[src/hw/rtl/anh_pkg.sv]
// shared types and constants for the archive name hash block
package anh_pkg;

    localparam logic [31:0] TAIL_WORD_0 = 32'h9BE7_4448;
    localparam logic [31:0] TAIL_WORD_1 = 32'h66F4_2C48;
    localparam logic [31:0] KEY_INIT    = 32'hF4FA_8928;
    localparam logic [31:0] X_INIT      = 32'h37A8_470E;
    localparam logic [31:0] Y_INIT      = 32'h7758_B42B;
    localparam logic [31:0] W_BASE      = 32'h267B_0B11;
    localparam logic [31:0] MASK_A      = 32'h0204_0801;
    localparam logic [31:0] MASK_C      = 32'hBFEF_7FDF;
    localparam logic [31:0] MASK_B      = 32'h0080_4021;
    localparam logic [31:0] MASK_D      = 32'h7DFE_FBFF;

    localparam logic [7:0] CHAR_UPPER_A = 8'h41;
    localparam logic [7:0] CHAR_UPPER_Z = 8'h5A;
    localparam logic [7:0] CHAR_SLASH   = 8'h2F;
    localparam logic [7:0] CHAR_BSLASH  = 8'h5C;
    localparam logic [7:0] CASE_OFFSET  = 8'h20;

    // word source of a round
    localparam logic [1:0] SRC_WORD  = 2'd0;
    localparam logic [1:0] SRC_TAIL0 = 2'd1;
    localparam logic [1:0] SRC_TAIL1 = 2'd2;

    typedef struct packed {
        logic       take_byte;  // pack the accepted byte
        logic       prep;       // key step, xor word, build multiplicands
        logic       mulx;       // multiply for x
        logic       muly;       // finish x, multiply for y
        logic       finy;       // finish y
        logic       finish;     // load hash, restore state
        logic [1:0] src;
    } anh_cmd_t;

    typedef struct packed {
        logic byte_zero;   // request holds the terminator
        logic word_full;   // this byte completes a word
        logic partial;     // bytes held in the word buffer
        logic out_free;    // output register can take a hash
    } anh_status_t;

endpackage

[src/hw/rtl/anh_ctrl.sv]
// controller state machine sequencing byte intake and word rounds
module anh_ctrl (
    input  logic                 aclk,
    input  logic                 aresetn,
    input  logic                 s_tvalid,
    output logic                 s_tready,
    input  anh_pkg::anh_status_t status,
    output anh_pkg::anh_cmd_t    cmd
);
    import anh_pkg::*;

    localparam logic [2:0] ST_IDLE = 3'd0;
    localparam logic [2:0] ST_PREP = 3'd1;
    localparam logic [2:0] ST_MULX = 3'd2;
    localparam logic [2:0] ST_MULY = 3'd3;
    localparam logic [2:0] ST_FINY = 3'd4;
    localparam logic [2:0] ST_DONE = 3'd5;

    logic [2:0] state_reg, state_next;
    logic [1:0] src_reg, src_next;
    logic       term_reg, term_next;
    logic       accept;

    assign s_tready = (state_reg == ST_IDLE);
    assign accept   = s_tvalid && s_tready;

    always_comb begin
        state_next = state_reg;
        src_next   = src_reg;
        term_next  = term_reg;
        cmd        = '0;
        cmd.src    = src_reg;
        case (state_reg)
            ST_IDLE: begin
                if (accept) begin
                    if (status.byte_zero) begin
                        term_next  = 1'b1;
                        src_next   = status.partial ? SRC_WORD : SRC_TAIL0;
                        state_next = ST_PREP;
                    end else begin
                        cmd.take_byte = 1'b1;
                        if (status.word_full) begin
                            term_next  = 1'b0;
                            src_next   = SRC_WORD;
                            state_next = ST_PREP;
                        end
                    end
                end
            end
            ST_PREP: begin
                cmd.prep   = 1'b1;
                state_next = ST_MULX;
            end
            ST_MULX: begin
                cmd.mulx   = 1'b1;
                state_next = ST_MULY;
            end
            ST_MULY: begin
                cmd.muly   = 1'b1;
                state_next = ST_FINY;
            end
            ST_FINY: begin
                cmd.finy = 1'b1;
                case (src_reg)
                    SRC_WORD: begin
                        if (term_reg) begin
                            src_next   = SRC_TAIL0;
                            state_next = ST_PREP;
                        end else begin
                            state_next = ST_IDLE;
                        end
                    end
                    SRC_TAIL0: begin
                        src_next   = SRC_TAIL1;
                        state_next = ST_PREP;
                    end
                    default: begin
                        state_next = ST_DONE;
                    end
                endcase
            end
            ST_DONE: begin
                if (status.out_free) begin
                    cmd.finish = 1'b1;
                    term_next  = 1'b0;
                    state_next = ST_IDLE;
                end
            end
            default: begin
                state_next = ST_IDLE;
            end
        endcase
    end

    always_ff @(posedge aclk) begin
        if (!aresetn) begin
            state_reg <= ST_IDLE;
            src_reg   <= SRC_WORD;
            term_reg  <= 1'b0;
        end else begin
            state_reg <= state_next;
            src_reg   <= src_next;
            term_reg  <= term_next;
        end
    end

    a_term_starts_round: assert property (@(posedge aclk) disable iff (!aresetn)
        (accept && status.byte_zero) |=> (state_reg == ST_PREP))
        else $error("terminator did not start a round");

    a_round_order: assert property (@(posedge aclk) disable iff (!aresetn)
        (state_reg == ST_PREP) |=> (state_reg == ST_MULX) ##1 (state_reg == ST_MULY)
        ##1 (state_reg == ST_FINY))
        else $error("word round steps out of order");

    a_finish_needs_slot: assert property (@(posedge aclk) disable iff (!aresetn)
        cmd.finish |-> status.out_free)
        else $error("hash loaded while output register busy");

    a_no_intake_in_round: assert property (@(posedge aclk) disable iff (!aresetn)
        cmd.take_byte |-> (state_reg == ST_IDLE) && !status.byte_zero)
        else $error("byte packed outside idle");

endmodule

[src/hw/rtl/anh_dp.sv]
// datapath: byte folding and packing, word round with shared multiplier, output register
module anh_dp #(
    parameter int MAX_NAME_BYTES = 256
) (
    input  logic                 aclk,
    input  logic                 aresetn,
    input  logic                 cfg_wr_en,
    input  logic                 cfg_wr_data,
    input  logic [7:0]           s_tdata,
    output logic [31:0]          m_tdata,
    output logic                 m_tvalid,
    input  logic                 m_tready,
    input  anh_pkg::anh_cmd_t    cmd,
    output anh_pkg::anh_status_t status
);
    import anh_pkg::*;

    localparam int CW = $clog2(MAX_NAME_BYTES + 1);
    localparam logic [CW-1:0] COUNT_MAX = CW'(MAX_NAME_BYTES);

    logic          fold_reg;
    logic [31:0]   x_reg, y_reg, key_reg, word_reg;
    logic [CW-1:0] count_reg;
    logic [31:0]   xm_reg, ym_reg, sel1_reg, sel2_reg;
    logic [63:0]   prod_reg;
    logic [31:0]   hash_reg;
    logic          valid_reg;

    logic [7:0]    folded;
    logic          room;
    logic [31:0]   round_word, key_rot, w_val, xm_val, ym_val;
    logic [31:0]   mul_a, mul_b;
    logic [32:0]   xs, ys;
    logic [31:0]   x_new, y_new;

    assign room = (count_reg < COUNT_MAX);

    always_comb begin
        folded = s_tdata;
        if (fold_reg) begin
            if (s_tdata >= CHAR_UPPER_A && s_tdata <= CHAR_UPPER_Z) begin
                folded = s_tdata + CASE_OFFSET;
            end else if (s_tdata == CHAR_SLASH) begin
                folded = CHAR_BSLASH;
            end
        end
    end

    assign status.byte_zero = (s_tdata == 8'd0);
    assign status.word_full = room && (count_reg[1:0] == 2'b11);
    assign status.partial   = (count_reg[1:0] != 2'b00);
    assign status.out_free  = !valid_reg || m_tready;

    always_comb begin
        case (cmd.src)
            SRC_WORD:  round_word = word_reg;
            SRC_TAIL0: round_word = TAIL_WORD_0;
            default:   round_word = TAIL_WORD_1;
        endcase
    end

    assign key_rot = {key_reg[30:0], key_reg[31]};
    assign w_val   = W_BASE ^ key_rot;
    assign xm_val  = x_reg ^ round_word;
    assign ym_val  = y_reg ^ round_word;

    assign mul_a = cmd.mulx ? xm_reg : ym_reg;
    assign mul_b = cmd.mulx ? sel1_reg : sel2_reg;

    // x: lo + hi + (hi != 0), end-around carry
    assign xs    = {1'b0, prod_reg[31:0]} + {1'b0, prod_reg[63:32]}
                 + {32'd0, (prod_reg[63:32] != 32'd0)};
    assign x_new = xs[31:0] + {31'd0, xs[32]};
    // y: lo + 2*hi + hi[31], plus two on carry out
    assign ys    = {1'b0, prod_reg[31:0]} + {1'b0, prod_reg[62:32], 1'b0}
                 + {32'd0, prod_reg[63]};
    assign y_new = ys[31:0] + {30'd0, ys[32], 1'b0};

    always_ff @(posedge aclk) begin
        if (!aresetn) begin
            fold_reg  <= 1'b1;
            x_reg     <= X_INIT;
            y_reg     <= Y_INIT;
            key_reg   <= KEY_INIT;
            word_reg  <= 32'd0;
            count_reg <= '0;
            valid_reg <= 1'b0;
        end else begin
            if (cfg_wr_en) begin
                fold_reg <= cfg_wr_data;
            end
            if (cmd.take_byte && room) begin
                word_reg  <= word_reg | ({24'd0, folded} << {count_reg[1:0], 3'b000});
                count_reg <= count_reg + CW'(1);
            end
            if (cmd.prep) begin
                key_reg <= key_rot;
                if (cmd.src == SRC_WORD) begin
                    word_reg <= 32'd0;
                end
            end
            if (cmd.muly) begin
                x_reg <= x_new;
            end
            if (cmd.finy) begin
                y_reg <= y_new;
            end
            if (cmd.finish) begin
                x_reg     <= X_INIT;
                y_reg     <= Y_INIT;
                key_reg   <= KEY_INIT;
                word_reg  <= 32'd0;
                count_reg <= '0;
                valid_reg <= 1'b1;
            end else if (m_tready) begin
                valid_reg <= 1'b0;
            end
        end
    end

    always_ff @(posedge aclk) begin
        if (cmd.prep) begin
            xm_reg   <= xm_val;
            ym_reg   <= ym_val;
            sel1_reg <= ((w_val + ym_val) | MASK_A) & MASK_C;
            sel2_reg <= ((w_val + xm_val) | MASK_B) & MASK_D;
        end
        if (cmd.mulx || cmd.muly) begin
            prod_reg <= mul_a * mul_b;
        end
        if (cmd.finish) begin
            hash_reg <= x_reg ^ y_reg;
        end
    end

    assign m_tdata  = hash_reg;
    assign m_tvalid = valid_reg;

endmodule

[src/hw/rtl/archive_name_hash_top.sv]
// top level of the archive name hash block
//
// name bytes enter on the s_ stream, one byte per request; a zero byte ends
// the name and produces one 32-bit hash on the m_ stream. fold_names is set
// through cfg_wr_en / cfg_wr_data (reset value 1); the user must write it
// only while the block is idle, as the block itself does not enforce this.
// a byte that does not complete a word is taken while the block stays idle;
// a byte completing a 4-byte word also starts a word round, and no byte is
// taken until that round ends. each word round runs its two 32x32 products
// through one shared multiplier over 4 steps. the terminator runs 2 or 3
// rounds, then the hash is loaded into the output register when it is free.
// bytes beyond MAX_NAME_BYTES are accepted and dropped until the terminator.
// reset clears the name state, sets fold_names and empties the output.
// when the receiver stalls, the hash waits in the output register while the
// next name is taken in; only the following hash waits for the slot.
module archive_name_hash_top #(
    parameter int MAX_NAME_BYTES = 256
) (
    input  logic        aclk,
    input  logic        aresetn,
    // configuration
    input  logic        cfg_wr_en,
    input  logic        cfg_wr_data,   // fold_names
    // name byte stream
    input  logic        s_tvalid,
    output logic        s_tready,
    input  logic [7:0]  s_tdata,       // [7:0] name_byte
    // hash stream
    output logic        m_tvalid,
    input  logic        m_tready,
    output logic [31:0] m_tdata        // [31:0] hash_value
);
    import anh_pkg::*;

    anh_cmd_t    cmd;     // controller to datapath
    anh_status_t status;  // datapath to controller

    // sequencing of intake and word rounds
    anh_ctrl u_ctrl (
        .aclk     (aclk),
        .aresetn  (aresetn),
        .s_tvalid (s_tvalid),
        .s_tready (s_tready),
        .status   (status),
        .cmd      (cmd)
    );

    // folding, packing, round arithmetic and output register
    anh_dp #(
        .MAX_NAME_BYTES (MAX_NAME_BYTES)
    ) u_dp (
        .aclk        (aclk),
        .aresetn     (aresetn),
        .cfg_wr_en   (cfg_wr_en),
        .cfg_wr_data (cfg_wr_data),
        .s_tdata     (s_tdata),
        .m_tdata     (m_tdata),
        .m_tvalid    (m_tvalid),
        .m_tready    (m_tready),
        .cmd         (cmd),
        .status      (status)
    );

endmodule
[config.mk]
export PLATFORM = sky130hd
export DESIGN_NAME = archive_name_hash_top
export DESIGN_NICKNAME = d
export VERILOG_FILES = /design/src/hw/rtl/anh_pkg.sv /design/src/hw/rtl/anh_ctrl.sv /design/src/hw/rtl/anh_dp.sv /design/src/hw/rtl/archive_name_hash_top.sv
export SDC_FILE = /design/constraint.sdc
export NUM_CORES = 2
export LEC_CHECK = 0
export ABC_AREA = 1
export BUFFER_PORTS_ARGS = -buffer_cell sky130_fd_sc_hd__buf_2
export CAP_MARGIN = 20
export CORE_UTILIZATION = 50
export CTS_BUF_LIST = sky130_fd_sc_hd__clkbuf_8
export DETAILED_ROUTE_END_ITERATION = 12
export PLACE_DENSITY = 0.65
export REMOVE_ABC_BUFFERS = 1
export SKIP_CTS_REPAIR_TIMING = 1
export SLEW_MARGIN = 10
export SYNTH_ARGS = -nofsm -noshare
export SYNTH_HDL_FRONTEND = slang
export SYNTH_SLANG_ARGS = --single-unit
[constraint.sdc]
create_clock -name aclk -period 23.4 [get_ports aclk]
set_input_delay 1.17 -clock aclk [delete_from_list [all_inputs] [get_ports aclk]]
set_output_delay 1.17 -clock aclk [all_outputs]
set_load 0.05 [all_outputs]
Yosys cells after proc, flatten, opt, wreduce, memory -nomap -nowiden
Cells that the tools add are included.
{"block": "op_classes", "n_mul": 1, "shift": 1, "n_eq_ne": 13, "addsub": 10, "n_reduce_logical": 19, "order_cmp": 3, "bitwise": 6, "muxes": 39}
{"cell": "$mux W32", "count": 5}
{"cell": "$xor A32 B32 Y32", "count": 3}
{"cell": "$add A32 B32 Y33", "count": 2}
{"cell": "$add A33 B1 Y33", "count": 2}
{"cell": "$mul A32 B32 Y64", "count": 1}
{"cell": "$pmux W32 S2", "count": 1}
{"cell": "$add A32 B1 Y32", "count": 1}
{"cell": "$add A32 B2 Y32", "count": 1}
{"cell": "$add A32 B32 Y32", "count": 1}
{"cell": "$or A32 B32 Y32", "count": 1}
{"cell": "$reduce_bool A32 Y1", "count": 1}
{"cell": "$shl A8 B5 Y32", "count": 1}
{"cell": "$add A31 B31 Y31", "count": 1}
{"cell": "$mux W8", "count": 3}
{"cell": "$pmux W3 S6", "count": 1}
{"cell": "$mux W1", "count": 17}
{"cell": "$not A14 Y14", "count": 1}
{"cell": "$mux W3", "count": 4}
{"cell": "$add A9 B1 Y9 const B", "count": 1}
{"cell": "$lt A9 B9 Y1 const B", "count": 1}
{"cell": "$add A8 B6 Y8 const B", "count": 1}
{"cell": "$eq A8 B6 Y1 const B", "count": 1}
{"cell": "$ge A8 B7 Y1 const B", "count": 1}
{"cell": "$le A8 B7 Y1 const B", "count": 1}
{"cell": "other kinds (24)", "count": 39}
{"block": "word_totals", "in_bits": 14, "reg_bits": 353}

Logic depth before layout (Yosys ltp)
{"block": "logic_depth", "word_depth": 9, "depth_mapped": 41}

Hierarchy
From an unflattened synthesis, not the netlist that was laid out.
{"block": "unflattened", "hier_cells": 7306, "area_unflattened_um2": 56576.8}
{"mod": "anh_dp", "seq_area_each_um2": 9028.7, "n_inst": 1, "cells_each": 7247, "area_per_inst_um2": 56198.9}
{"mod": "anh_ctrl", "seq_area_each_um2": 120.1, "n_inst": 1, "cells_each": 59, "area_per_inst_um2": 377.9}

Least setup slack after synthesis
OpenSTA, ideal clock, no wires.
{"block": "synth_timing", "path_type": "register to register", "startpoint": "register u_ctrl.state_reg[2]", "endpoint": "register u_dp.prod_reg[45], data pin", "slack_ns": 15.644, "setup_time_ns": 0.252, "synth_period_minus_slack_ns": 7.756, "path_stages_with_launch": 36, "required_time_ns": 23.148, "arrival_time_ns": 7.504, "cell_sequence": "dfxtp_1 -> nor2_1 -> nand2_1 -> buf_2 -> buf_2 -> o21ai_1 -> inv_1 -> clkbuf_1 -> nor2_1 -> fa_1 -> fa_1 -> inv_1 -> fa_1 -> fa_1 -> inv_1 -> fa_1 -> inv_1 -> fa_1 -> inv_1 -> fa_1 -> inv_1 -> fa_1 -> inv_1 -> ha_1 -> a21oi_1 -> o21ai_0 -> a21oi_1 -> nand2_1 -> a21oi_1 -> inv_1 -> a21oi_1 -> o21ai_0 -> nand2_1 -> nand2_1 -> nand2_1 -> nand2_1"}
{"block": "synth_via", "elab_chain_len": 4, "elab_cells_between_ends": 5}
{"item": "start, declared", "line_no": "anh_ctrl.sv:19", "source": "logic [2:0] state_reg, state_next;"}
{"item": "start signal, assigned", "line_no": "anh_ctrl.sv:101", "source": "state_reg <= state_next;"}
{"item": "$eq A3 B2 Y1 (*)", "line_no": "anh_ctrl.sv:33", "source": "case (state_reg)"}
{"item": "$mux W1 (*)", "line_no": "anh_ctrl.sv:33"}
{"item": "$mux W32 (on tied branches)", "line_no": "anh_dp.sv:67, anh_dp.sv:68"}
{"item": "$mul A32 B32 Y64 (*)", "line_no": "anh_dp.sv:129", "source": "prod_reg <= mul_a * mul_b;"}
{"item": "end signal, assigned", "line_no": "anh_dp.sv:129"}
{"item": "end, declared", "line_no": "anh_dp.sv:25", "source": "logic [63:0] prod_reg;"}
Every way passes the cells marked *; elsewhere a longest branch is shown, timed or not.
A chain may end at the register's enable or synchronous reset.

Worst setup path in the final report
{"block": "layout_timing", "startpoint": "register u_ctrl.state_reg[2]", "endpoint": "register u_dp.prod_reg[53], data pin"}
Same word-level chain as after synthesis.

==> summary.txt <==
Outcome
  • Status: finished clean

Yosys
  • Syn. warnings: 0
  • Syn_area_per_cell: 7.947 µm²
  • Synth Area in XOR/XNOR: 3.632%
  • Simple-gate area share of the yosys netlist: about a fifth
  • Register bit total from synthesis: between 300 and 400
  • Cells after synthesis: ~6900
  • Post-synthesis cell type count: 56
  • Mapped cell area: approximately 55000 µm²
  • Post-synthesis mux area share: 0%
  • Compound-Gate Fraction of Synth Area: around 6.2%
  • Post-synthesis adder-cell area fraction: between 40% and 50%
  • Largest family of logic cells by synthesized area: adder cells
  • Sequential share of the synthesized area: between 10% and 20%

Worst setup path
  • RR Startpoint: u_ctrl.state_reg[2]$_SDFFE_PN0P_
  • Crit. End Element: flip-flop
  • R2R setup slack: ~13 ns
  • Worst-path maximum fanout: 47
  • CP Class: flip-flop to flip-flop
  • Cell mode on critical path: fa_1
  • Worst setup SP type: flip-flop
  • Slowest stage cell on the critical path: clkinv_1
  • Worst endpoint required time: 23.81 ns
  • R2R cell count: 28
  • Worst r2r dst: u_dp.prod_reg[53]$_DFFE_PP_
  • Arrival time at the worst endpoint: around 11 ns
  • Slowest stage delay, CP: around 0.8 ns

CTS
  • Clk slew on worst S/H paths: 0.08 ns
  • CTS tree: done
  • CTS Buf Count: 55
  • Clk Latency, worst-skew pair: roughly 0.70 ns
  • CTS root buffer: clkbuf_8
  • CTS H-Tree Depth: 2
  • Clk sinks: 353
  • Clock Path Buffers: 3

Finish
  • Non-Filler Instances: 8381
  • Max FFs per register: between 60 and 70
  • Most frequent cells in the layout: inv_1, nand2_1, fa_1
  • Commonest non-fill, non-tap cell in the layout: inv_1
  • Share of post-route cells with drive strength above 1: about 4.5%
  • Nets: around 8200
  • Area grow syn2layout: 5.988%

STA
  • Worst slew pin tran: around 1.2 ns
  • Tcrit/Tclk final: between 40% and 50%
  • Slew margin rel.: between 20% and 30%
  • Final setup fails: 0
  • Final min period: approximately 11 ns
  • Final Hold Slack: around 0.44 ns
  • Pins Over Slew Limit: 0
  • F_max: between 90 and 100 MHz
  • Setup TNS: 0 ns
  • Hold violation count in the final report: 0
  • Clock Skew: 0.06147 ns
  • RSZ-0062 raised after global routing: false

Route
  • Drt total wl: 212100 µm
  • Drt drc: 0
  • Routed vias: around 47000
  • WL/cell: roughly 25 µm
  • Drt initial violations: ~4400
  • 1st-pass router iterations: 7
  • Via/cell ratio: roughly 5.6
  • Antenna viol nets, final: 0

Hold path
  • Hold Path Class: flip-flop to flip-flop
  • Min-Delay Startpoint: u_dp.word_reg[31]$_SDFF_PP0_
  • Hold path cells: 2
  • Hold worst-path end: u_dp.word_reg[31]$_SDFF_PP0_

Die
  • Die H: 333.3 µm
  • Core area: ~110000 µm²
  • DIE WIDTH: ~330 µm
  • Die area: approximately 110000 µm²
  • Site Rows: ~120
  • Initial Util: a little over 50%
  • # IOs: 48

Global routing
  • Vias in the first global route: around 48000
  • Grt ovf: 0
  • Total GRT Usage: just under 40%
  • Antenna violations before repair: 2
  • First-pass GRT wire length: ~310000 µm
  • Largest net degree at the start of global routing: 80

Run
  • Max-cap violations: 0

Place
  • Port Buf Inserts: 47
  • Post-DP HPWL: between 150000 and 200000 µm
  • Placer Congestion: around 1.0
  • Placed Cells: 8271
-- cells in the mapped netlist, drive strengths merged --
cell type / count / share of area (%)
inv: 1518 / 10
xor2: 144 / 2.3
dfxtp: 145 / 5.3
clkinv: 18 / 0.12
a21bo: 1 / 0.018
ha: 392 / 8.9
o2111ai: 1 / 0.016
and2: 6 / 0.068
or2: 6 / 0.068
nand3: 199 / 1.9
o211ai: 23 / 0.31
o21ai: 206 / 1.9
a221oi: 5 / 0.080
buf: 22 / 0.18
a21oi: 314 / 2.9
a21boi: 4 / 0.055
clkbuf: 156 / 1.1
nor4: 21 / 0.24
edfxtp: 208 / 11
nand3b: 15 / 0.21
a211oi: 3 / 0.041
o21a: 2 / 0.027
and3: 5 / 0.057
o22ai: 1 / 0.011
nand4: 43 / 0.52
nor2: 910 / 6.4
nor3: 39 / 0.37
o41ai: 1 / 0.016
a21o: 15 / 0.21
nor3b: 3 / 0.050
o21bai: 18 / 0.25
fa: 901 / 33
a31oi: 29 / 0.33
nand2: 1444 / 10
o31ai: 3 / 0.041
xnor2: 81 / 1.3
o221ai: 1 / 0.016
o311ai: 2 / 0.032
-- final cells by class --
class / instances / area (µm²)
repair buffers: 132 / 873.3
fillers: 10640 / 50700
inverters: 1536 / 5766
clock inverters: 48 / 455.4
clock buffers: 56 / 770.7
multi-input cells: 4838 / 39360
well taps: 1414 / 1769
flip-flops and latches: 353 / 9149
diodes: 4 / 10.01
-- cell families after synthesis --
family / count (synthesis)
buf+inv: 1714
fa+ha+maj: 1293
flops: 353
compound gates: 629
xor+xnor: 225
simple gates: 2691
-- worst max-delay path, delay by kind of cell, from the launching register on --
family | cells | cell delay (ns)
simple gates | 10 | 2.58
xor+xnor | 1 | 0.13
flops | 1 | 0.34
buf+inv | 6 | 2.35
fa+ha+maj | 9 | 4.48
compound gates | 2 | 0.27
-- per-layer routing --
| metal | GRT usage [%] | vias up | wire [µm] |
|---|---|---|---|
| met5 | 0 | - | 0 |
| met4 | 20.35 | 0 | 13650 |
| met3 | 8.873 | 620 | 20470 |
| met2 | 61.76 | 2415 | 96150 |
| met1 | 48.51 | 23090 | 81840 |
| li1 | - | 20920 | - |
-- worst max path at each step --
stage	depth (start not counted)	from	to	slack (ns)
2_1_floorplan	5	u_ctrl.state_reg[0]$_SDFFE_PN0P_	u_dp.word_reg[10]$_SDFF_PP0_	8.00
3_3_place_gp	29	u_ctrl.state_reg[2]$_SDFFE_PN0P_	u_dp.prod_reg[60]$_DFFE_PP_	13.28
3_5_place_dp	28	u_ctrl.state_reg[2]$_SDFFE_PN0P_	u_dp.prod_reg[53]$_DFFE_PP_	13.21
4_1_cts	35	u_ctrl.state_reg[2]$_SDFFE_PN0P_	u_dp.prod_reg[45]$_DFFE_PP_	13.10
5_1_grt	35	u_ctrl.state_reg[2]$_SDFFE_PN0P_	u_dp.prod_reg[45]$_DFFE_PP_	12.53
6_report	28	u_ctrl.state_reg[2]$_SDFFE_PN0P_	u_dp.prod_reg[53]$_DFFE_PP_	12.88
-- through the flow --
step	worst slack (ns)	utilization, %	instance area [µm²]
after global placement	13.28	52.27	56900
final	12.88	53.43	58160
after CTS	13.10	53.40	58130
after detailed placement	13.21	52.28	56910
after floorplan	7.995	-	54180
after global routing	12.53	53.42	58150
Power is left out: the tool's default activity adds up to more than one toggle a clock period on the data nets, which glitch-free logic cannot reach.
